$ cat src/hdl/jsu_pkg.sv
// ----------------------------------------------------------------------------
// jsu_pkg: shared types and constants for the JSON string unescaper
// Holds the parser phases, result kinds, error codes and the command word
// that the front end hands to the back end.
// ----------------------------------------------------------------------------
package jsu_pkg;

  localparam int CMD_DEPTH = 4;
  localparam int CMD_PTR_W = $clog2(CMD_DEPTH);
  localparam int CMD_CNT_W = $clog2(CMD_DEPTH + 1);

  typedef enum logic [2:0] {
    PH_IDLE,
    PH_BODY,
    PH_ESC,
    PH_HEX,
    PH_PAIR_BS,
    PH_PAIR_U,
    PH_HEX2
  } phase_t;

  typedef enum logic [1:0] {
    KIND_BYTE  = 2'd0,
    KIND_CLOSE = 2'd1,
    KIND_ERROR = 2'd2
  } out_kind_t;

  typedef enum logic [1:0] {
    ERR_MISSING_QUOTE = 2'd0,
    ERR_END_OF_INPUT  = 2'd1,
    ERR_BAD_ESCAPE    = 2'd2,
    ERR_BAD_UNICODE   = 2'd3
  } err_code_t;

  // Trailing operation of a command, after an optional released surrogate.
  typedef enum logic [2:0] {
    OP_NONE,
    OP_BYTE,
    OP_CODE,
    OP_CLOSE,
    OP_ERROR
  } op_t;

  typedef struct packed {
    logic        held_en;  // emit the held high surrogate as three bytes first
    logic [15:0] held;     // the held high surrogate
    op_t         op;
    logic [20:0] val;      // raw byte (OP_BYTE) or code point (OP_CODE)
    err_code_t   err;
  } cmd_t;

endpackage

$ cat src/hdl/jsu_if.sv
// ----------------------------------------------------------------------------
// jsu_if: valid/ready channels of the JSON string unescaper
// jsu_in_if carries one byte of JSON text per word, jsu_out_if one result.
// ----------------------------------------------------------------------------
interface jsu_in_if;
  logic       valid;
  logic       ready;
  logic [7:0] in_byte;
  logic       end_mark;

  modport source (output valid, output in_byte, output end_mark, input ready);
  modport sink   (input valid, input in_byte, input end_mark, output ready);
endinterface

interface jsu_out_if;
  logic       valid;
  logic       ready;
  logic [1:0] out_kind;
  logic [7:0] out_byte;
  logic [1:0] err_code;
  logic       last_of_run;

  modport source (output valid, output out_kind, output out_byte, output err_code,
                  output last_of_run, input ready);
  modport sink   (input valid, input out_kind, input out_byte, input err_code,
                  input last_of_run, output ready);
endinterface

$ cat src/hdl/jsu_front.sv
// ----------------------------------------------------------------------------
// jsu_front: JSON string parser front end
// Accepts one text byte per cycle while the command queue is not full, tracks the string
// phase and the \u escape state, and pushes one command per byte that produces any result.
// ----------------------------------------------------------------------------
module jsu_front (
  input  logic           clk,
  input  logic           rst,
  jsu_in_if.sink         in_ch,
  input  logic           cmd_full,
  output logic           cmd_push,
  output jsu_pkg::cmd_t  cmd
);
  import jsu_pkg::*;

  localparam logic [7:0] CH_QUOTE = 8'h22;
  localparam logic [7:0] CH_BSLASH = 8'h5C;
  localparam logic [7:0] CH_SLASH = 8'h2F;
  localparam logic [7:0] CH_SPACE = 8'h20;
  localparam logic [7:0] CH_LF = 8'h0A;
  localparam logic [7:0] CH_CR = 8'h0D;
  localparam logic [7:0] CH_TAB = 8'h09;
  localparam logic [7:0] CH_B = 8'h62;
  localparam logic [7:0] CH_F = 8'h66;
  localparam logic [7:0] CH_N = 8'h6E;
  localparam logic [7:0] CH_R = 8'h72;
  localparam logic [7:0] CH_T = 8'h74;
  localparam logic [7:0] CH_U = 8'h75;

  // Returns {valid, value} for one hex digit.
  function automatic logic [4:0] hex_digit(input logic [7:0] b);
    logic [4:0] r;
    r = 5'd0;
    if (b >= 8'h30 && b <= 8'h39) begin
      r = {1'b1, 4'(b - 8'h30)};
    end else if (b >= 8'h61 && b <= 8'h66) begin
      r = {1'b1, 4'(b - 8'h57)};
    end else if (b >= 8'h41 && b <= 8'h46) begin
      r = {1'b1, 4'(b - 8'h37)};
    end
    return r;
  endfunction

  phase_t      phase, phase_next;
  logic [1:0]  hex_count, hex_count_next;
  logic [15:0] code_accum, code_accum_next;
  logic [15:0] held, held_next;

  logic        accept;
  logic [7:0]  b;
  logic [4:0]  hd;
  logic [15:0] code;
  logic        do_body, do_esc, do_code, clear;

  assign in_ch.ready = !cmd_full;
  assign accept = in_ch.valid && in_ch.ready;
  assign b = in_ch.in_byte;
  assign hd = hex_digit(b);
  assign code = {code_accum[11:0], hd[3:0]};

  always_comb begin
    phase_next = phase;
    hex_count_next = hex_count;
    code_accum_next = code_accum;
    held_next = held;
    cmd = '{held_en: 1'b0, held: held, op: OP_NONE, val: 21'd0, err: ERR_MISSING_QUOTE};
    do_body = 1'b0;
    do_esc = 1'b0;
    do_code = 1'b0;
    clear = 1'b0;
    if (accept) begin
      if (in_ch.end_mark) begin
        cmd.held_en = (phase == PH_PAIR_BS) || (phase == PH_PAIR_U) || (phase == PH_HEX2);
        cmd.op = OP_ERROR;
        cmd.err = ERR_END_OF_INPUT;
        clear = 1'b1;
      end else begin
        unique case (phase) inside
          PH_IDLE: begin
            if (b == CH_QUOTE) begin
              phase_next = PH_BODY;
            end else if (!(b == CH_SPACE || b == CH_LF || b == CH_CR || b == CH_TAB)) begin
              cmd.op = OP_ERROR;
              cmd.err = ERR_MISSING_QUOTE;
              clear = 1'b1;
            end
          end
          PH_BODY: do_body = 1'b1;
          PH_ESC:  do_esc = 1'b1;
          PH_HEX, PH_HEX2: begin
            if (!hd[4]) begin
              cmd.held_en = (phase == PH_HEX2);
              cmd.op = OP_ERROR;
              cmd.err = ERR_BAD_UNICODE;
              clear = 1'b1;
            end else if (hex_count != 2'd3) begin
              hex_count_next = hex_count + 2'd1;
              code_accum_next = code;
            end else begin
              hex_count_next = 2'd0;
              code_accum_next = 16'd0;
              if (phase == PH_HEX2 && code >= 16'hDC00 && code <= 16'hDFFF) begin
                // Surrogate pair joined into a supplementary code point.
                cmd.op = OP_CODE;
                cmd.val = 21'h10000 + {1'b0, 10'(held - 16'hD800), 10'd0}
                        + 21'(code - 16'hDC00);
                held_next = 16'd0;
                phase_next = PH_BODY;
              end else begin
                cmd.held_en = (phase == PH_HEX2);
                held_next = 16'd0;
                do_code = 1'b1;
              end
            end
          end
          PH_PAIR_BS: begin
            if (b == CH_BSLASH) begin
              phase_next = PH_PAIR_U;
            end else begin
              cmd.held_en = 1'b1;
              held_next = 16'd0;
              do_body = 1'b1;
            end
          end
          PH_PAIR_U: begin
            if (b == CH_U) begin
              hex_count_next = 2'd0;
              code_accum_next = 16'd0;
              phase_next = PH_HEX2;
            end else begin
              cmd.held_en = 1'b1;
              held_next = 16'd0;
              do_esc = 1'b1;
            end
          end
          default: clear = 1'b1;
        endcase
      end

      if (do_body) begin
        if (b == CH_BSLASH) begin
          phase_next = PH_ESC;
        end else if (b == CH_QUOTE) begin
          cmd.op = OP_CLOSE;
          clear = 1'b1;
        end else begin
          cmd.op = OP_BYTE;
          cmd.val = {13'd0, b};
          phase_next = PH_BODY;
        end
      end

      if (do_esc) begin
        cmd.op = OP_BYTE;
        phase_next = PH_BODY;
        case (b) inside
          CH_QUOTE, CH_BSLASH, CH_SLASH: cmd.val = {13'd0, b};
          CH_B: cmd.val = 21'h08;
          CH_F: cmd.val = 21'h0C;
          CH_N: cmd.val = 21'h0A;
          CH_R: cmd.val = 21'h0D;
          CH_T: cmd.val = 21'h09;
          CH_U: begin
            cmd.op = OP_NONE;
            hex_count_next = 2'd0;
            code_accum_next = 16'd0;
            phase_next = PH_HEX;
          end
          default: begin
            cmd.op = OP_ERROR;
            cmd.err = ERR_BAD_ESCAPE;
            clear = 1'b1;
          end
        endcase
      end

      if (do_code) begin
        if (code >= 16'hD800 && code <= 16'hDBFF) begin
          held_next = code;
          phase_next = PH_PAIR_BS;
        end else begin
          cmd.op = OP_CODE;
          cmd.val = {5'd0, code};
          phase_next = PH_BODY;
        end
      end

      if (clear) begin
        phase_next = PH_IDLE;
        hex_count_next = 2'd0;
        code_accum_next = 16'd0;
        held_next = 16'd0;
      end
    end
  end

  assign cmd_push = accept && (cmd.held_en || cmd.op != OP_NONE);

  always_ff @(posedge clk) begin
    if (rst) begin
      phase <= PH_IDLE;
      hex_count <= 2'd0;
      code_accum <= 16'd0;
      held <= 16'd0;
    end else begin
      phase <= phase_next;
      hex_count <= hex_count_next;
      code_accum <= code_accum_next;
      held <= held_next;
    end
  end

endmodule

$ cat src/hdl/jsu_cmd_fifo.sv
// ----------------------------------------------------------------------------
// jsu_cmd_fifo: command queue between parser and encoder
// A small register FIFO that lets the front end keep taking bytes while the
// back end drains multi-byte results.
// ----------------------------------------------------------------------------
module jsu_cmd_fifo (
  input  logic           clk,
  input  logic           rst,
  input  logic           push,
  input  jsu_pkg::cmd_t  push_cmd,
  output logic           full,
  input  logic           pop,
  output logic           not_empty,
  output jsu_pkg::cmd_t  head
);
  import jsu_pkg::*;

  cmd_t                 mem [CMD_DEPTH];
  logic [CMD_PTR_W-1:0] wr_ptr, rd_ptr;
  logic [CMD_CNT_W-1:0] count;

  assign full = (count == CMD_CNT_W'(CMD_DEPTH));
  assign not_empty = (count != '0);
  assign head = mem[rd_ptr];

  always_ff @(posedge clk) begin
    if (push) begin
      mem[wr_ptr] <= push_cmd;
    end
  end

  always_ff @(posedge clk) begin
    if (rst) begin
      wr_ptr <= '0;
      rd_ptr <= '0;
      count <= '0;
    end else begin
      if (push) begin
        wr_ptr <= wr_ptr + 1'b1;
      end
      if (pop) begin
        rd_ptr <= rd_ptr + 1'b1;
      end
      if (push && !pop) begin
        count <= count + 1'b1;
      end else if (pop && !push) begin
        count <= count - 1'b1;
      end
    end
  end

endmodule

$ cat src/hdl/jsu_back.sv
// ----------------------------------------------------------------------------
// jsu_back: UTF-8 encoder back end
// Takes one command at a time and emits its result words, one per cycle while
// the receiver is ready, through a registered output stage.
// ----------------------------------------------------------------------------
module jsu_back (
  input  logic           clk,
  input  logic           rst,
  input  logic           cmd_avail,
  input  jsu_pkg::cmd_t  cmd_head,
  output logic           cmd_pop,
  jsu_out_if.source      out_ch
);
  import jsu_pkg::*;

  cmd_t       cur;
  logic       cur_valid;
  logic [2:0] idx;

  logic       out_valid;
  logic [1:0] out_kind;
  logic [7:0] out_byte;
  logic [1:0] err_code;
  logic       last_of_run;

  logic [2:0] held_len, op_len, total;
  logic [2:0] k;
  logic [7:0] cp_bytes [4];
  logic [7:0] w_byte;
  logic [1:0] w_kind;
  logic [1:0] w_err;
  logic       advance, take_word, is_last;

  always_comb begin
    held_len = cur.held_en ? 3'd3 : 3'd0;
    case (cur.op)
      OP_NONE: op_len = 3'd0;
      OP_CODE: begin
        if (cur.val < 21'h80) begin
          op_len = 3'd1;
        end else if (cur.val < 21'h800) begin
          op_len = 3'd2;
        end else if (cur.val < 21'h10000) begin
          op_len = 3'd3;
        end else begin
          op_len = 3'd4;
        end
      end
      default: op_len = 3'd1;
    endcase
    total = held_len + op_len;

    // UTF-8 bytes of the code point, lead byte first.
    cp_bytes[0] = {1'b0, cur.val[6:0]};
    cp_bytes[1] = 8'h00;
    cp_bytes[2] = 8'h00;
    cp_bytes[3] = 8'h00;
    case (op_len)
      3'd2: begin
        cp_bytes[0] = {3'b110, cur.val[10:6]};
        cp_bytes[1] = {2'b10, cur.val[5:0]};
      end
      3'd3: begin
        cp_bytes[0] = {4'b1110, cur.val[15:12]};
        cp_bytes[1] = {2'b10, cur.val[11:6]};
        cp_bytes[2] = {2'b10, cur.val[5:0]};
      end
      3'd4: begin
        cp_bytes[0] = {5'b11110, cur.val[20:18]};
        cp_bytes[1] = {2'b10, cur.val[17:12]};
        cp_bytes[2] = {2'b10, cur.val[11:6]};
        cp_bytes[3] = {2'b10, cur.val[5:0]};
      end
      default: ;
    endcase

    w_kind = KIND_BYTE;
    w_byte = 8'h00;
    w_err = 2'd0;
    k = idx - held_len;
    if (idx < held_len) begin
      case (idx)
        3'd0:    w_byte = {4'b1110, cur.held[15:12]};
        3'd1:    w_byte = {2'b10, cur.held[11:6]};
        default: w_byte = {2'b10, cur.held[5:0]};
      endcase
    end else begin
      case (cur.op)
        OP_BYTE: w_byte = cur.val[7:0];
        OP_CODE: w_byte = cp_bytes[k[1:0]];
        OP_CLOSE: w_kind = KIND_CLOSE;
        OP_ERROR: begin
          w_kind = KIND_ERROR;
          w_err = cur.err;
        end
        default: ;
      endcase
    end
  end

  assign advance = !out_valid || out_ch.ready;
  assign take_word = cur_valid && advance;
  assign is_last = (idx == total - 3'd1);
  assign cmd_pop = cmd_avail && (!cur_valid || (take_word && is_last));

  always_ff @(posedge clk) begin
    if (rst) begin
      cur_valid <= 1'b0;
      idx <= 3'd0;
      out_valid <= 1'b0;
    end else begin
      if (cmd_pop) begin
        cur_valid <= 1'b1;
        idx <= 3'd0;
      end else if (take_word && is_last) begin
        cur_valid <= 1'b0;
      end else if (take_word) begin
        idx <= idx + 3'd1;
      end
      if (advance) begin
        out_valid <= cur_valid;
      end
    end
  end

  always_ff @(posedge clk) begin
    if (cmd_pop) begin
      cur <= cmd_head;
    end
    if (take_word) begin
      out_kind <= w_kind;
      out_byte <= w_byte;
      err_code <= w_err;
      last_of_run <= is_last;
    end
  end

  assign out_ch.valid = out_valid;
  assign out_ch.out_kind = out_kind;
  assign out_ch.out_byte = out_byte;
  assign out_ch.err_code = err_code;
  assign out_ch.last_of_run = last_of_run;

endmodule

$ cat src/hdl/json_string_unescape_utf8.sv
// ----------------------------------------------------------------------------
// json_string_unescape_utf8: JSON string body to UTF-8 converter
// Skips whitespace up to an opening quote, then decodes escapes and \uXXXX
// sequences (including surrogate pairs) of the string body into UTF-8 bytes.
// ----------------------------------------------------------------------------
// Usage:
// in_ch takes one word per cycle while ready is high: a byte of JSON text, or
// end_mark to say the input has ended. out_ch gives result words: a decoded
// byte, a string-closed mark, or an error code; last_of_run flags the final
// word caused by one input word. A byte may give no word (whitespace, quotes
// that open a string, hex digits) or up to six words (a lone surrogate
// released plus a new code). Plain characters flow at one word per cycle while
// the receiver is ready; a command with several result words holds the encoder
// until its last word is taken, while the front end keeps accepting bytes
// until the four-entry command queue is full. When the receiver stalls, the
// output register holds its word, the queue fills and in_ch.ready falls.
// Synchronous reset empties the queue and the output stage and returns the
// parser to waiting for an opening quote.
// ----------------------------------------------------------------------------
module json_string_unescape_utf8 (
  input  logic       clk,
  input  logic       rst,
  jsu_in_if.sink     in_ch,
  jsu_out_if.source  out_ch
);
  import jsu_pkg::*;

  // Commands from the parser: one per input word that yields any result.
  cmd_t push_cmd;
  cmd_t head_cmd;
  logic push;
  logic full;
  logic pop;
  logic not_empty;

  // Front end: phase tracking, escape and hex decoding, surrogate holding.
  jsu_front u_front (
    .clk      (clk),
    .rst      (rst),
    .in_ch    (in_ch),
    .cmd_full (full),
    .cmd_push (push),
    .cmd      (push_cmd)
  );

  // The queue decouples byte intake from the multi-word UTF-8 expansion.
  jsu_cmd_fifo u_cmd_fifo (
    .clk       (clk),
    .rst       (rst),
    .push      (push),
    .push_cmd  (push_cmd),
    .full      (full),
    .pop       (pop),
    .not_empty (not_empty),
    .head      (head_cmd)
  );

  // Back end: walks each command's words into the output register.
  jsu_back u_back (
    .clk       (clk),
    .rst       (rst),
    .cmd_avail (not_empty),
    .cmd_head  (head_cmd),
    .cmd_pop   (pop),
    .out_ch    (out_ch)
  );

endmodule

$ cat src/flat_wrapper.sv
// flat-port wrapper written by rule: the top's interface ports become plain ports
module json_string_unescape_utf8_flat import jsu_pkg::*;
  (clk, rst, in_ch_valid, in_ch_in_byte, in_ch_end_mark, in_ch_ready, out_ch_valid, out_ch_out_kind, out_ch_out_byte, out_ch_err_code, out_ch_last_of_run, out_ch_ready);
  jsu_in_if in_ch_i ();
  jsu_out_if out_ch_i ();
  input  logic clk;
  input  logic rst;
  input wire logic [$bits(in_ch_i.valid)-1:0] in_ch_valid;
  input wire logic [$bits(in_ch_i.in_byte)-1:0] in_ch_in_byte;
  input wire logic [$bits(in_ch_i.end_mark)-1:0] in_ch_end_mark;
  output wire logic [$bits(in_ch_i.ready)-1:0] in_ch_ready;
  output wire logic [$bits(out_ch_i.valid)-1:0] out_ch_valid;
  output wire logic [$bits(out_ch_i.out_kind)-1:0] out_ch_out_kind;
  output wire logic [$bits(out_ch_i.out_byte)-1:0] out_ch_out_byte;
  output wire logic [$bits(out_ch_i.err_code)-1:0] out_ch_err_code;
  output wire logic [$bits(out_ch_i.last_of_run)-1:0] out_ch_last_of_run;
  input wire logic [$bits(out_ch_i.ready)-1:0] out_ch_ready;
  assign in_ch_i.valid = in_ch_valid;
  assign in_ch_i.in_byte = in_ch_in_byte;
  assign in_ch_i.end_mark = in_ch_end_mark;
  assign in_ch_ready = in_ch_i.ready;
  assign out_ch_valid = out_ch_i.valid;
  assign out_ch_out_kind = out_ch_i.out_kind;
  assign out_ch_out_byte = out_ch_i.out_byte;
  assign out_ch_err_code = out_ch_i.err_code;
  assign out_ch_last_of_run = out_ch_i.last_of_run;
  assign out_ch_i.ready = out_ch_ready;
  json_string_unescape_utf8 u_core (.clk(clk), .rst(rst), .in_ch(in_ch_i), .out_ch(out_ch_i));
endmodule
$ cat config.mk
export PLATFORM = sky130hd
export DESIGN_NAME = json_string_unescape_utf8_flat
export DESIGN_NICKNAME = d
export VERILOG_FILES = /design/src/hdl/jsu_pkg.sv /design/src/hdl/jsu_if.sv /design/src/hdl/jsu_front.sv /design/src/hdl/jsu_cmd_fifo.sv /design/src/hdl/jsu_back.sv /design/src/hdl/json_string_unescape_utf8.sv /design/src/flat_wrapper.sv
export SDC_FILE = /design/constraint.sdc
export NUM_CORES = 1
export LEC_CHECK = 0
export ABC_AREA = 1
export BUFFER_PORTS_ARGS = -buffer_cell sky130_fd_sc_hd__buf_2
export CORE_ASPECT_RATIO = 2
export CORE_UTILIZATION = 49
export DETAILED_ROUTE_END_ITERATION = 7
export PLACE_DENSITY = 0.74
export SLEW_MARGIN = 20
export SYNTH_ARGS = -nofsm -noshare
export SYNTH_HDL_FRONTEND = slang
export SYNTH_SLANG_ARGS = --single-unit
export TNS_END_PERCENT = 1
$ cat constraint.sdc
create_clock -name clk -period 5.4 [get_ports clk]
set_input_delay 0.27 -clock clk [delete_from_list [all_inputs] [get_ports clk]]
set_output_delay 0.27 -clock clk [all_outputs]
set_load 0.005 [all_outputs]
# After elaboration in Yosys (flattened, before gate mapping)
# Memory sizes are Yosys's and may differ from the RTL's. A register that Yosys moved wholly into a read port is not among the register bits.
# Cells that the tools add are included.
# totals
n_memories	1
latchBits	0
ram_bits	172
rom_bits	0
elab_cells	283
regBits	62
# op_classes
div_mod_pow	0
multipliers	0
mux	165
n_eq_ne	30
bitwise_logic	3
n_addsub	16
n_shift	0
n_reduce_logical	39
order_cmp	15
# memory_table
memory	depth	word_bits	read_ports	rd_clocked_by_memory_dff	write_ports	line	rtl
u_core.u_cmd_fifo.mem	4	43	1	1	1	jsu_cmd_fifo.sv:18	cmd_t mem [CMD_DEPTH];
# ops
cell	count
16-bit two-way mux	21
21-bit two-way mux	10
24-bit two-way mux	8
16-bit one-hot mux with 3 select lines	2
3-bit two-way mux	30
2-bit two-way mux	32
8-bit by 7-bit equality test with 1-bit output, second input constant	7
26-bit two-way mux	2
23-bit two-way mux	2
1-bit two-way mux	37
16-bit greater-or-equal comparator, second input constant	2
16-bit less-or-equal comparator, second input constant	2
8-bit two-way mux	4
16-bit one-hot mux with 2 select lines	1
8-bit one-hot mux with 2 select lines	2
8-bit by 4-bit equality test with 1-bit output, second input constant	3
8-bit by 6-bit equality test with 1-bit output, second input constant	3
17-bit by 20-bit adder with 21-bit output, first input constant	1
21-bit adder	1
21-bit by 12-bit < comparator with 1-bit output, second input constant	1
21-bit by 17-bit < comparator with 1-bit output, second input constant	1
21-bit by 8-bit < comparator with 1-bit output, second input constant	1
3-bit by 2-bit equality test with 1-bit output, second input constant	6
3-bit equality test, second input constant	6
38 further kinds	83

# Logic depth before layout (Yosys ltp)
# Gate-level depths: netlist of the first run.
# depth
depth_word	37
mapped_depth	27
depth_no_buf	27

# Cells and area by module
# Synthesis of the first run repeated with hierarchy kept, for this count alone.
# hier_totals
hier_cells	1367
area_unflattened_um2	13513.0
# by_module_without_submodules
mod	cells_per_inst	seq_area_each_um2	area_each_um2	instances
jsu_cmd_fifo	474	5345.1	6802.8	1
jsu_front	569	660.6	3562.2	1
jsu_back	324	1781.7	3148.0	1

# Least setup slack after synthesis of the first run
# OpenSTA, ideal clock, no wires.
# synth_path
path_kind	reg2reg
startpoint	reg u_core.u_back.cur[23] (netlist name)
endpoint	reg u_core.u_cmd_fifo.count[1]
period_less_slack_ps	5716
t_arrival_ps	5596
t_required_ps	5280
n_path_buf	0
path_slack_ps	-316
path_stages_with_launch	23
setup_ps	120
path_cell_list	edfxtp_1 nor2_1 nand2_1 inv_1 nand2_1 nor2_1 inv_1 ha_1 inv_1 ha_1 xnor2_1 xor2_1 xor2_1 nand2_1 o21ai_0 inv_1 nor2_1 inv_1 ha_1 inv_1 fa_1 o21ai_0 a21oi_1
# synth_via
elab_chain_len	11
elab_cells_between_ends	14
cone_classes	add/sub (2); eq/ne (2); mux (2); reduce/logical (8)
# synth_lines
item	line	rtl
3-bit by 2-bit equality test with 1-bit output or 3-bit logical NOT (tied branches)	jsu_back.sv:36	case (cur.op)
3-bit one-hot mux with 2 select lines (*)	jsu_back.sv:36	
3-bit adder (*)	jsu_back.sv:51	total = held_len + op_len;
3-bit by 1-bit subtractor with 3-bit output (*)	jsu_back.sv:103	assign is_last = (idx == total - 3'd1);
3-bit equality test (*)	jsu_back.sv:103	
1-bit logical AND (*)	jsu_back.sv:104	assign cmd_pop = cmd_avail && (!cur_valid || (take_word && is_last));
1-bit logical OR (*)	jsu_back.sv:104	
1-bit logical AND (*)	jsu_back.sv:104	
named net u_core.pop	json_string_unescape_utf8.sv:33	logic pop;
1-bit logical NOT	jsu_cmd_fifo.sv:44	if (push && !pop) begin
1-bit logical AND	jsu_cmd_fifo.sv:44	
3-bit two-way mux or 2-bit nonzero test (tied branches)	n/a	
to (signal assigned)	jsu_cmd_fifo.sv:45	count <= count + 1'b1;
to (signal assigned)	jsu_cmd_fifo.sv:47	count <= count - 1'b1;
to (decl)	jsu_cmd_fifo.sv:20	logic [CMD_CNT_W-1:0] count;
# The timed path passes the listed nets; every way through them passes the cells marked *.
# A chain may end at the register's enable or synchronous reset.

# Worst setup path in the final report of the first run
# layout_path
startpoint	reg u_core.u_back.cur[23] (netlist name)
endpoint	reg u_core.u_cmd_fifo.count[1]
# layout_via
elab_chain_len	11
elab_cells_between_ends	14
cone_classes	add/sub (2); eq/ne (2); mux (2); reduce/logical (8)
# layout_lines
item	line
3-bit by 2-bit equality test with 1-bit output or 3-bit logical NOT (tied branches)	jsu_back.sv:36
3-bit one-hot mux with 2 select lines (*)	jsu_back.sv:36
3-bit adder (*)	jsu_back.sv:51
3-bit by 1-bit subtractor with 3-bit output (*)	jsu_back.sv:103
3-bit equality test (*)	jsu_back.sv:103
1-bit logical AND (*)	jsu_back.sv:104
1-bit logical OR (*)	jsu_back.sv:104
1-bit logical AND (*)	jsu_back.sv:104
named net u_core.pop	json_string_unescape_utf8.sv:33
1-bit logical NOT	jsu_cmd_fifo.sv:44
1-bit logical AND	jsu_cmd_fifo.sv:44
3-bit two-way mux or 2-bit nonzero test (tied branches)	n/a
# Marks and branches as above.

==> results of run 1 <==
==> per-layer routing <==
layer / routed length [µm] / part of all wire / up-vias / track usage
met5: 0 / 0 / - / 0
met4: 2570 / 0.075 / 0 / 0.170
met3: 1410 / 0.041 / 144 / 0.0216
met2: 18900 / 0.55 / 403 / 0.480
met1: 11200 / 0.33 / 4801 / 0.241
li1: - / - / 4844 / -
==> layout make-up <==
cell class / instances / area, µm²
Fill cell: 2367 / 12200
Sequential cell: 273 / 7750
Multi-Input combinational cell: 897 / 4830
Clock buffer: 26 / 597
Inverter: 153 / 574
Tap cell: 348 / 435
Timing Repair Buffer: 42 / 260
Clock inverter: 15 / 176
==> cells by family after synthesis <==
kind of cell             after synthesis  share of synthesized area
AO/OA/AOI/OAI                        334                      0.145
XOR/XNOR                              17                     0.0112
adder cells (fa/ha/maj)               41                     0.0396
buffers and inverters                204                     0.0592
flip-flops                           273                      0.582
AND/OR/NAND/NOR                      505                      0.164
==> through the flow <==
| stage | std cells | cell area, µm² |
|---|---|---|
| 2_1_floorplan | 1374 | 13300 |
| 3_3_place_gp | 1713 | 13800 |
| 3_5_place_dp | 1713 | 13800 |
| 4_1_cts | 1754 | 14600 |
| 5_1_grt | 1754 | 14600 |
| 6_report | 1754 | 14600 |
==> cells in the mapped netlist, types with 3 or more instances <==
cell type / n
sky130_fd_sc_hd__o311ai_0: 4
sky130_fd_sc_hd__nand3_1: 46
sky130_fd_sc_hd__nor2_2: 8
sky130_fd_sc_hd__nand2_2: 9
sky130_fd_sc_hd__xor2_1: 12
sky130_fd_sc_hd__o2111ai_1: 3
sky130_fd_sc_hd__buf_2: 3
sky130_fd_sc_hd__a221oi_1: 5
sky130_fd_sc_hd__o22ai_1: 60
sky130_fd_sc_hd__nand2_4: 3
sky130_fd_sc_hd__clkbuf_1: 43
sky130_fd_sc_hd__nand3b_1: 3
sky130_fd_sc_hd__o31ai_1: 3
sky130_fd_sc_hd__a21oi_1: 79
sky130_fd_sc_hd__o21bai_1: 3
sky130_fd_sc_hd__inv_1: 136
sky130_fd_sc_hd__nor2_1: 158
sky130_fd_sc_hd__ha_1: 39
sky130_fd_sc_hd__o211ai_1: 6
sky130_fd_sc_hd__nor3_1: 16
sky130_fd_sc_hd__a31oi_1: 6
sky130_fd_sc_hd__edfxtp_1: 228
sky130_fd_sc_hd__inv_2: 14
sky130_fd_sc_hd__a211oi_1: 8
sky130_fd_sc_hd__dfxtp_1: 45
sky130_fd_sc_hd__nand2_1: 225
sky130_fd_sc_hd__clkinv_1: 3
sky130_fd_sc_hd__xnor2_1: 5
sky130_fd_sc_hd__o21ai_0: 140
sky130_fd_sc_hd__nand4_1: 22
sky130_fd_sc_hd__nor2_4: 3
sky130_fd_sc_hd__nand3_2: 3
sky130_fd_sc_hd__nor4_1: 5
==> flip-flops by register name (all words and copies together) (netlist names) <==
register                          cells
u_core.u_back.cur                    43
u_core.u_cmd_fifo.mem               172
u_core.u_front.hex_count              2
u_core.u_back.out_ch.last_of_run      1
u_core.u_front.code_accum            12
u_core.u_front.phase                  3
u_core.u_back.out_ch.out_byte         8
u_core.u_cmd_fifo.wr_ptr              2
u_core.u_back.idx                     3
u_core.u_cmd_fifo.rd_ptr              2
u_core.u_cmd_fifo.count               3
u_core.u_back.cur_valid               1
u_core.u_front.held                  16
u_core.u_back.out_ch.out_kind         2
u_core.u_back.out_ch.err_code         2
u_core.u_back.out_ch.valid            1
==> worst min-delay path, stage by stage <==
cell and delay [ns]:
sky130_fd_sc_hd__buf_2 0.08, sky130_fd_sc_hd__inv_1 0.03, sky130_fd_sc_hd__nand2_1 0.06, sky130_fd_sc_hd__a21oi_1 0.06
==> power by group <==
group,leakage (nW),internal [mW],total [mW],switching (mW)
clock network,0.375,0.954,1.70,0.746
registers,2.38,2.81,2.99,0.186
logic,2.62,0.579,1.96,1.38
total,5.38,4.34,6.65,2.31
==> worst max path at each step <==
stage                                     from                                      end  slack [ns]
2_1_floorplan  u_core.u_back.cur[23]$_DFFE_PP_  u_core.u_cmd_fifo.count[1]$_SDFFE_PP0P_        0.48
4_1_cts        u_core.u_back.cur[23]$_DFFE_PP_  u_core.u_cmd_fifo.count[1]$_SDFFE_PP0P_        1.16
3_5_place_dp   u_core.u_back.cur[23]$_DFFE_PP_  u_core.u_cmd_fifo.count[1]$_SDFFE_PP0P_        1.19
3_3_place_gp   u_core.u_back.cur[23]$_DFFE_PP_  u_core.u_cmd_fifo.count[1]$_SDFFE_PP0P_        1.25
5_1_grt        u_core.u_back.cur[23]$_DFFE_PP_  u_core.u_cmd_fifo.count[2]$_SDFFE_PP0P_        0.67
6_report       u_core.u_back.cur[23]$_DFFE_PP_  u_core.u_cmd_fifo.count[1]$_SDFFE_PP0P_        1.14
==> metrics.md, run 1 <==
| Metric | Value |
|---|---|
| Finish-stage setup viols | 0 |
| Layout-stage area growth over the synthesis result | 9.80% |
| Sequential-to-total area share from yosys stat | 0.582 |
| Cts-stage hold buffer count | 0 |
| Final setup TNS | 0 ns |
| Netlist area before placement | about 0.013 mm² |
| Number of instances in the synthesized netlist | roughly 1400 |
| Cell types with the largest area share after synthesis | sky130_fd_sc_hd__edfxtp_1 51%, sky130_fd_sc_hd__dfxtp_1 6.8%, sky130_fd_sc_hd__nand2_1 6.3%, sky130_fd_sc_hd__o21ai_0 5.3%, sky130_fd_sc_hd__nor2_1 4.5% |
| IO Pins | 28 |
| Area share of the largest cell type after synthesis | 0.514 |
| GPL Wtd Cong | 1.02 |
| Number of enable-type register cells in the synthesized netlist | about 230 |
| Placeable core region | around 0.027 mm² |
| Flip-flop and latch count after synthesis | around 270 |
| Level count of the clock H-tree | 1 |
| Sum of overflow across all layers after global routing | 0 |
| Run status | completed |
| Post-route minimum period | approximately 4.3 ns |
| Peak supply drop | about 0.25 mV |
| Starting density of the core | 0.497 |
| Post-CTS resize count | 0 |
| Fin. max-slew vios | 0 |
| Buffers & Inverters on Critical Path | 6 |
| Cell with the largest stage delay on the worst path | sky130_fd_sc_hd__edfxtp_1 |
| # nets final | about 1400 |
| Worst flop-to-flop path startpoint | u_core.u_back.cur[23]$_DFFE_PP_ |
| Final wirelength | between 30000 and 40000 µm |
| Maximum number of buffers from clock root to sink | 3 |
| Number of clock sinks | around 270 |
| TritonCTS buffer count | 23 |
| Worst-case hold slack | 0.0285 ns |
| Pwr per Cell Area | between 400 and 500 mW/mm² |
| Beginning of the worst hold path | out_ch_ready |
| Mean routed wirelength per cell | about 19 µm |
| Endpoint of the lowest-slack register-to-register path | u_core.u_cmd_fifo.count[1]$_SDFFE_PP0P_ |
| Setup Slack @ Placement | around 1.2 ns |
| Register-to-register path setup slack | roughly 1.1 ns |
| Width of the die | 119 µm |
| Length in cells of the worst reg-to-reg path | 22 |
| Worst clock skew | roughly 0.014 ns |
| Vias in the first global route | 9958 |
| Total of buffers placed on input and output ports | 27 |
| CP Cell Sequence | nor2_1 > nand2_1 > inv_1 > nand2_1 > nor2_1 > inv_1 > ha_1 > inv_1 > ha_1 > xnor2_1 > xor2_1 > xor2_1 > nand2_1 > o21ai_0 > inv_1 > nor2_4 > inv_1 > ha_1 > inv_1 > fa_1 > o21ai_0 > a21oi_1 |
| Category of the worst setup path capture point | register |
| CTS tree | built |
| Number of distinct standard cells referenced by the synthesized netlist | 51 |
| Post-layout utilization of the core | 0.546 |
| Hold Path Cell Cnt | 4 |
| Total inserted antenna cells | 0 |
| End of the worst hold path | u_core.u_back.out_ch.valid$_SDFFE_PP0N_ |
| Worst-margin pin slew | 0.875 ns |
| CP most frequent cell | sky130_fd_sc_hd__inv_1 |
| Global-route wire length before repair | 52800 µm |
| Die Height | about 240 µm |
| Post-synth top area cell | sky130_fd_sc_hd__edfxtp_1 |
| Avg Cell Area, Syn | 9.69 µm² |
| Number of standard-cell rows in the floorplan | 85 |
| Global-route total usage across every layer | 0.247 |
| Maximum fanout count along the critical path | 7 |
| Data arrival time of the critical path | approximately 4.7 ns |
| Ratio of cells with drive above 1 in the final layout | 0.0953 |
| Die area | roughly 0.028 mm² |
| Count of nets left with antenna violations after detail routing | 0 |
| Total DRC errors in the routed layout | 0 |
| Leading cell type in the layout, fill and taps excluded | sky130_fd_sc_hd__edfxtp_1 |
| Path length in cells of the critical path | 22 |
| Peak Freq | approximately 230 MHz |
| Vias per inst | approximately 5.8 |
| Final Hold Viols | 0 |
| Startpoint class of the critical path | register |
| Delay contributed by the slowest stage of the critical path | ~0.42 ns |
| Required arrival time at the worst endpoint | slightly below 6 ns |
| First DRT Iteration DRCs | approximately 760 |
| RSZ-0062 raised after global routing | no |
| Buffer type at the clock tree root | sky130_fd_sc_hd__clkbuf_16 |
| Tcrit/Tclk final | 0.789 |
| Top library cells by usage in the layout, fill and taps aside | 228 x sky130_fd_sc_hd__edfxtp_1, 225 x sky130_fd_sc_hd__nand2_1, 153 x sky130_fd_sc_hd__nor2_1 |
| Yosys warnings | 0 |
| Slew Limit Headroom | 0.417 |
| Via Count | ~10000 |
| Initial antenna violation count | 0 |
| HPWL after detailed placement | approximately 25000 µm |
| Overall power consumption | roughly 6.6 mW |
| Cell family contributing the most delay on the critical path | simple AND/OR/NAND/NOR gates |
| Maximum number of pins on one net before global-route repair | 88 |
| Worst-case setup margin in the final layout | about 1.1 ns |
| Buffer count from post-CTS setup fixing | 0 |
| Clock latency on the worst-skew pair | 0.52 ns |
| Net Count, Synth | between 1000 and 1500 |
| Critical Setup Path Class | register to register |
| Leak | around 5.4 nW |
| Main synth FF type | sky130_fd_sc_hd__edfxtp_1 |
| First-pass iteration count of the detailed router | 5 |
| Async set-or-reset flop fraction in the synthesized netlist | 0 |
| Worst hold path class | input port to register |
| Worst-path clk slew | around 0.070 ns |
| Maxcap violations | 0 |
Power figures use the tool's default switching activity.
==> run 2, diff against run 1 <==
Clock period 5.4 ns to 3.6 ns, I/O delays scaled along.
==> run 2 against run 1 <==
- non-clock buffer count is 75 higher
- combinational power grew 78%
- worst hold slack improved by 0.12 ns
- count of clock-buffer cells in the layout decreased by 1
- largest cell class unchanged
==> metrics.md, run 2 (synthesis results as in run 1) <==
| Metric | Value |
|---|---|
| GPL Wtd Cong | 0.996 (-2.4%) |
| Flip-flop count of the largest register after layout | 172 (unchanged) |
| Finish-stage setup viols | 0 (unchanged) |
| Worst-path clk slew | 0.07 ns (about the same) |
| Worst-case hold slack | 0.153 ns (+0.124 ns) |
| Biggest regs | u_core.u_cmd_fifo.mem x172, u_core.u_back.cur x43, u_core.u_front.held x16 |
| Number of clock sinks | 273 (unchanged) |
| IO Pins | 28 (unchanged) |
| HPWL after detailed placement | 25600 µm (+4.6%) |
| Peak Freq | 286 MHz (+22%) |
| Post-route minimum period | 3.49 ns (-0.768 ns) |
| Count of nets left with antenna violations after detail routing | 0 (unchanged) |
| # nets final | 1518 (+5.1%) |
| Global-route wire length before repair | 55300 µm (+4.7%) |
| End of the worst hold path | u_core.u_front.hex_count[1]$_SDFFE_PP0P_ |
| Starting density of the core | 0.497 (unchanged) |
| Die Height | 235 µm (unchanged) |
| Total of buffers placed on input and output ports | 27 (unchanged) |
| Initial antenna violation count | 0 (unchanged) |
| Worst-margin pin slew | 0.855 ns (-0.0201 ns) |
| Startpoint class of the critical path | register |
| Maximum number of buffers from clock root to sink | 3 (unchanged) |
| Overall power consumption | 10.4 mW (+56%) |
| Number of cells in the finished layout apart from fillers | 1827 (+4.2%) |
| TritonCTS buffer count | 22 (-4.3%) |
| Worst-case setup margin in the final layout | 0.109 ns (-1.03 ns) |
| Worst clock skew | 0.0108 ns (-0.00311 ns) |
| Final wirelength | 35500 µm (+4.1%) |
| Run status | completed |
| Buffer type at the clock tree root | sky130_fd_sc_hd__clkbuf_16 |
| Peak supply drop | 0.324 mV (+29%) |
| Slew Limit Headroom | 0.430 (+0.0134) |
| Final setup TNS | 0 ns (unchanged) |
| Global-route total usage across every layer | 0.258 (+0.0110) |
| Area of all placed cells without fillers | 0.0153 mm² (+4.5%) |
| Data arrival time of the critical path | 3.90 ns (-0.76 ns) |
| Top library cells by usage in the layout, fill and taps aside | 228 x sky130_fd_sc_hd__edfxtp_1, 221 x sky130_fd_sc_hd__nand2_1, 150 x sky130_fd_sc_hd__nor2_1 |
| Worst flop-to-flop path startpoint | u_core.u_back.cur[11]$_DFFE_PP_ |
| Sum of overflow across all layers after global routing | 0 (unchanged) |
| Length in cells of the worst reg-to-reg path | 21 (-4.5%) |
| CTS tree | built |
| Vias in the first global route | 10608 (+6.5%) |
| Tcrit/Tclk final | 0.970 (+0.181) |
| RSZ-0062 raised after global routing | yes |
| Mean routed wirelength per cell | 19.4 µm (about the same) |
| Endpoint of the lowest-slack register-to-register path | u_core.u_cmd_fifo.count[1]$_SDFFE_PP0P_ |
| Number of cells after detailed placement | 1778 (+3.8%) |
| Critical Setup Path Class | register to register |
| Level count of the clock H-tree | 1 (unchanged) |
| Via Count | 10453 (+2.6%) |
| Top register by number of flip-flops | u_core.u_cmd_fifo.mem |
| Register-to-register path setup slack | 0.11 ns (-1.03 ns) |
| Post-layout utilization of the core | 0.570 (+0.0245) |
| Maximum number of pins on one net before global-route repair | 88 (unchanged) |
| Maxcap violations | 0 (unchanged) |
| Placed Instance Area | 0.0144 mm² (+3.9%) |
| Total DRC errors in the routed layout | 0 (unchanged) |
| Ratio of cells with drive above 1 in the final layout | 0.156 (+0.0609) |
| Worst hold path class | input port to register |
| Clock latency on the worst-skew pair | 0.51 ns (about the same) |
| Hold Path Cell Cnt | 4 (unchanged) |
| First-pass iteration count of the detailed router | 5 (unchanged) |
| Number of standard-cell rows in the floorplan | 85 (unchanged) |
| First DRT Iteration DRCs | 806 (+6.8%) |
| Beginning of the worst hold path | in_ch_valid |
| Setup Slack @ Placement | -0.200 ns (-1.39 ns) |
| Total inserted antenna cells | 0 (unchanged) |
| Fin. max-slew vios | 0 (unchanged) |
| Maximum fanout count along the critical path | 2 (-5) |
| Final Hold Viols | 0 (unchanged) |
| Layout-stage area growth over the synthesis result | 14.7% |
| Die area | 0.0279 mm² (unchanged) |
| Leak | 5.75 nW (+6.9%) |
| Pwr per Cell Area | 678 mW/mm² (+49%) |
| Required arrival time at the worst endpoint | 4.01 ns (-1.79 ns) |
| Category of the worst setup path capture point | register |
| Width of the die | 119 µm (unchanged) |
| Leading cell type in the layout, fill and taps excluded | sky130_fd_sc_hd__edfxtp_1 |
| Vias per inst | 5.72 (-1.5%) |
| Placeable core region | 0.0268 mm² (unchanged) |
run 2: changes by cell type in the layout (fill, tap and decap cells not counted), sizes merged:
cell         previous run  this run
clkbuf                 26        25
clkinv                 10        13
buf                    42       116
dlygate4sd3             0         1
clkinvlp                2         0
bufinv                  3         1
run 2: layer usage:
layer / vias to the layer above / GRT usage / part of all wire
li1: 4988 / - / -
met1: 4955 / 0.238 / 0.32
met2: 385 / 0.501 / 0.56
met3: 125 / 0.0223 / 0.040
met4: 0 / 0.208 / 0.082
met5: - / 0 / 0
run 2: how the worst max path moves through the flow:
stage	startpoint	to	slack [ns]	cells past startpoint
after floorplan	u_core.u_front.phase[0]$_SDFFE_PP0P_	u_core.u_cmd_fifo.mem[0][0]$_DFFE_PP_	-0.60	17
after global placement	u_core.u_back.cur[19]$_DFFE_PP_	u_core.u_cmd_fifo.count[1]$_SDFFE_PP0P_	-0.09	23
after detailed placement	u_core.u_back.cur[19]$_DFFE_PP_	u_core.u_cmd_fifo.count[1]$_SDFFE_PP0P_	-0.20	23
after CTS	u_core.u_back.cur[23]$_DFFE_PP_	u_core.u_cmd_fifo.count[1]$_SDFFE_PP0P_	0.01	22
after global routing	u_core.u_back.cur[19]$_DFFE_PP_	u_core.u_cmd_fifo.count[2]$_SDFFE_PP0P_	-0.12	26
final	u_core.u_back.cur[11]$_DFFE_PP_	u_core.u_cmd_fifo.count[1]$_SDFFE_PP0P_	0.11	21
run 2: power breakdown:
| part | switching (mW) | internal (mW) | total [mW] |
|---|---|---|---|
| clock network | 1.08 | 1.29 | 2.38 |
| registers | 0.287 | 4.20 | 4.49 |
| logic | 2.27 | 1.22 | 3.49 |
| total | 3.64 | 6.72 | 10.4 |
run 2: area by class of cell:
cell class	count	area [µm²]
fillers	2302	11500
flip-flops and latches	273	7750
repair buffers	117	876
clock buffers	25	604
well taps	348	435
inverters	153	577
clock inverters	14	106
multi-input cells	897	4930
run 2: critical path: stages, from the launching register on:
cell,delay (ns)
sky130_fd_sc_hd__edfxtp_1,0.44
sky130_fd_sc_hd__nor4_4,0.37
sky130_fd_sc_hd__nand3_2,0.14
sky130_fd_sc_hd__nand2_2,0.13
sky130_fd_sc_hd__nor2_4,0.06
sky130_fd_sc_hd__inv_2,0.04
sky130_fd_sc_hd__ha_1,0.21
sky130_fd_sc_hd__inv_1,0.09
sky130_fd_sc_hd__ha_4,0.14
sky130_fd_sc_hd__xnor2_2,0.10
sky130_fd_sc_hd__xor2_1,0.19
sky130_fd_sc_hd__xor2_1,0.16
sky130_fd_sc_hd__nand2_1,0.12
sky130_fd_sc_hd__o21ai_2,0.16
sky130_fd_sc_hd__inv_2,0.06
sky130_fd_sc_hd__nor2_4,0.09
sky130_fd_sc_hd__inv_2,0.06
sky130_fd_sc_hd__ha_4,0.16
sky130_fd_sc_hd__inv_4,0.05
sky130_fd_sc_hd__fa_2,0.42
sky130_fd_sc_hd__o21ai_2,0.12
sky130_fd_sc_hd__a21oi_1,0.05
run 2: timing repair:
action                                  4_1_cts  5_1_grt
hold buffers                                  1        0
endpoints found under the setup margin       17       33
endpoints found under the hold margin         1        0
gates resized for setup                      11       21
pin swaps                                    13       23
setup buffers                                 6        3
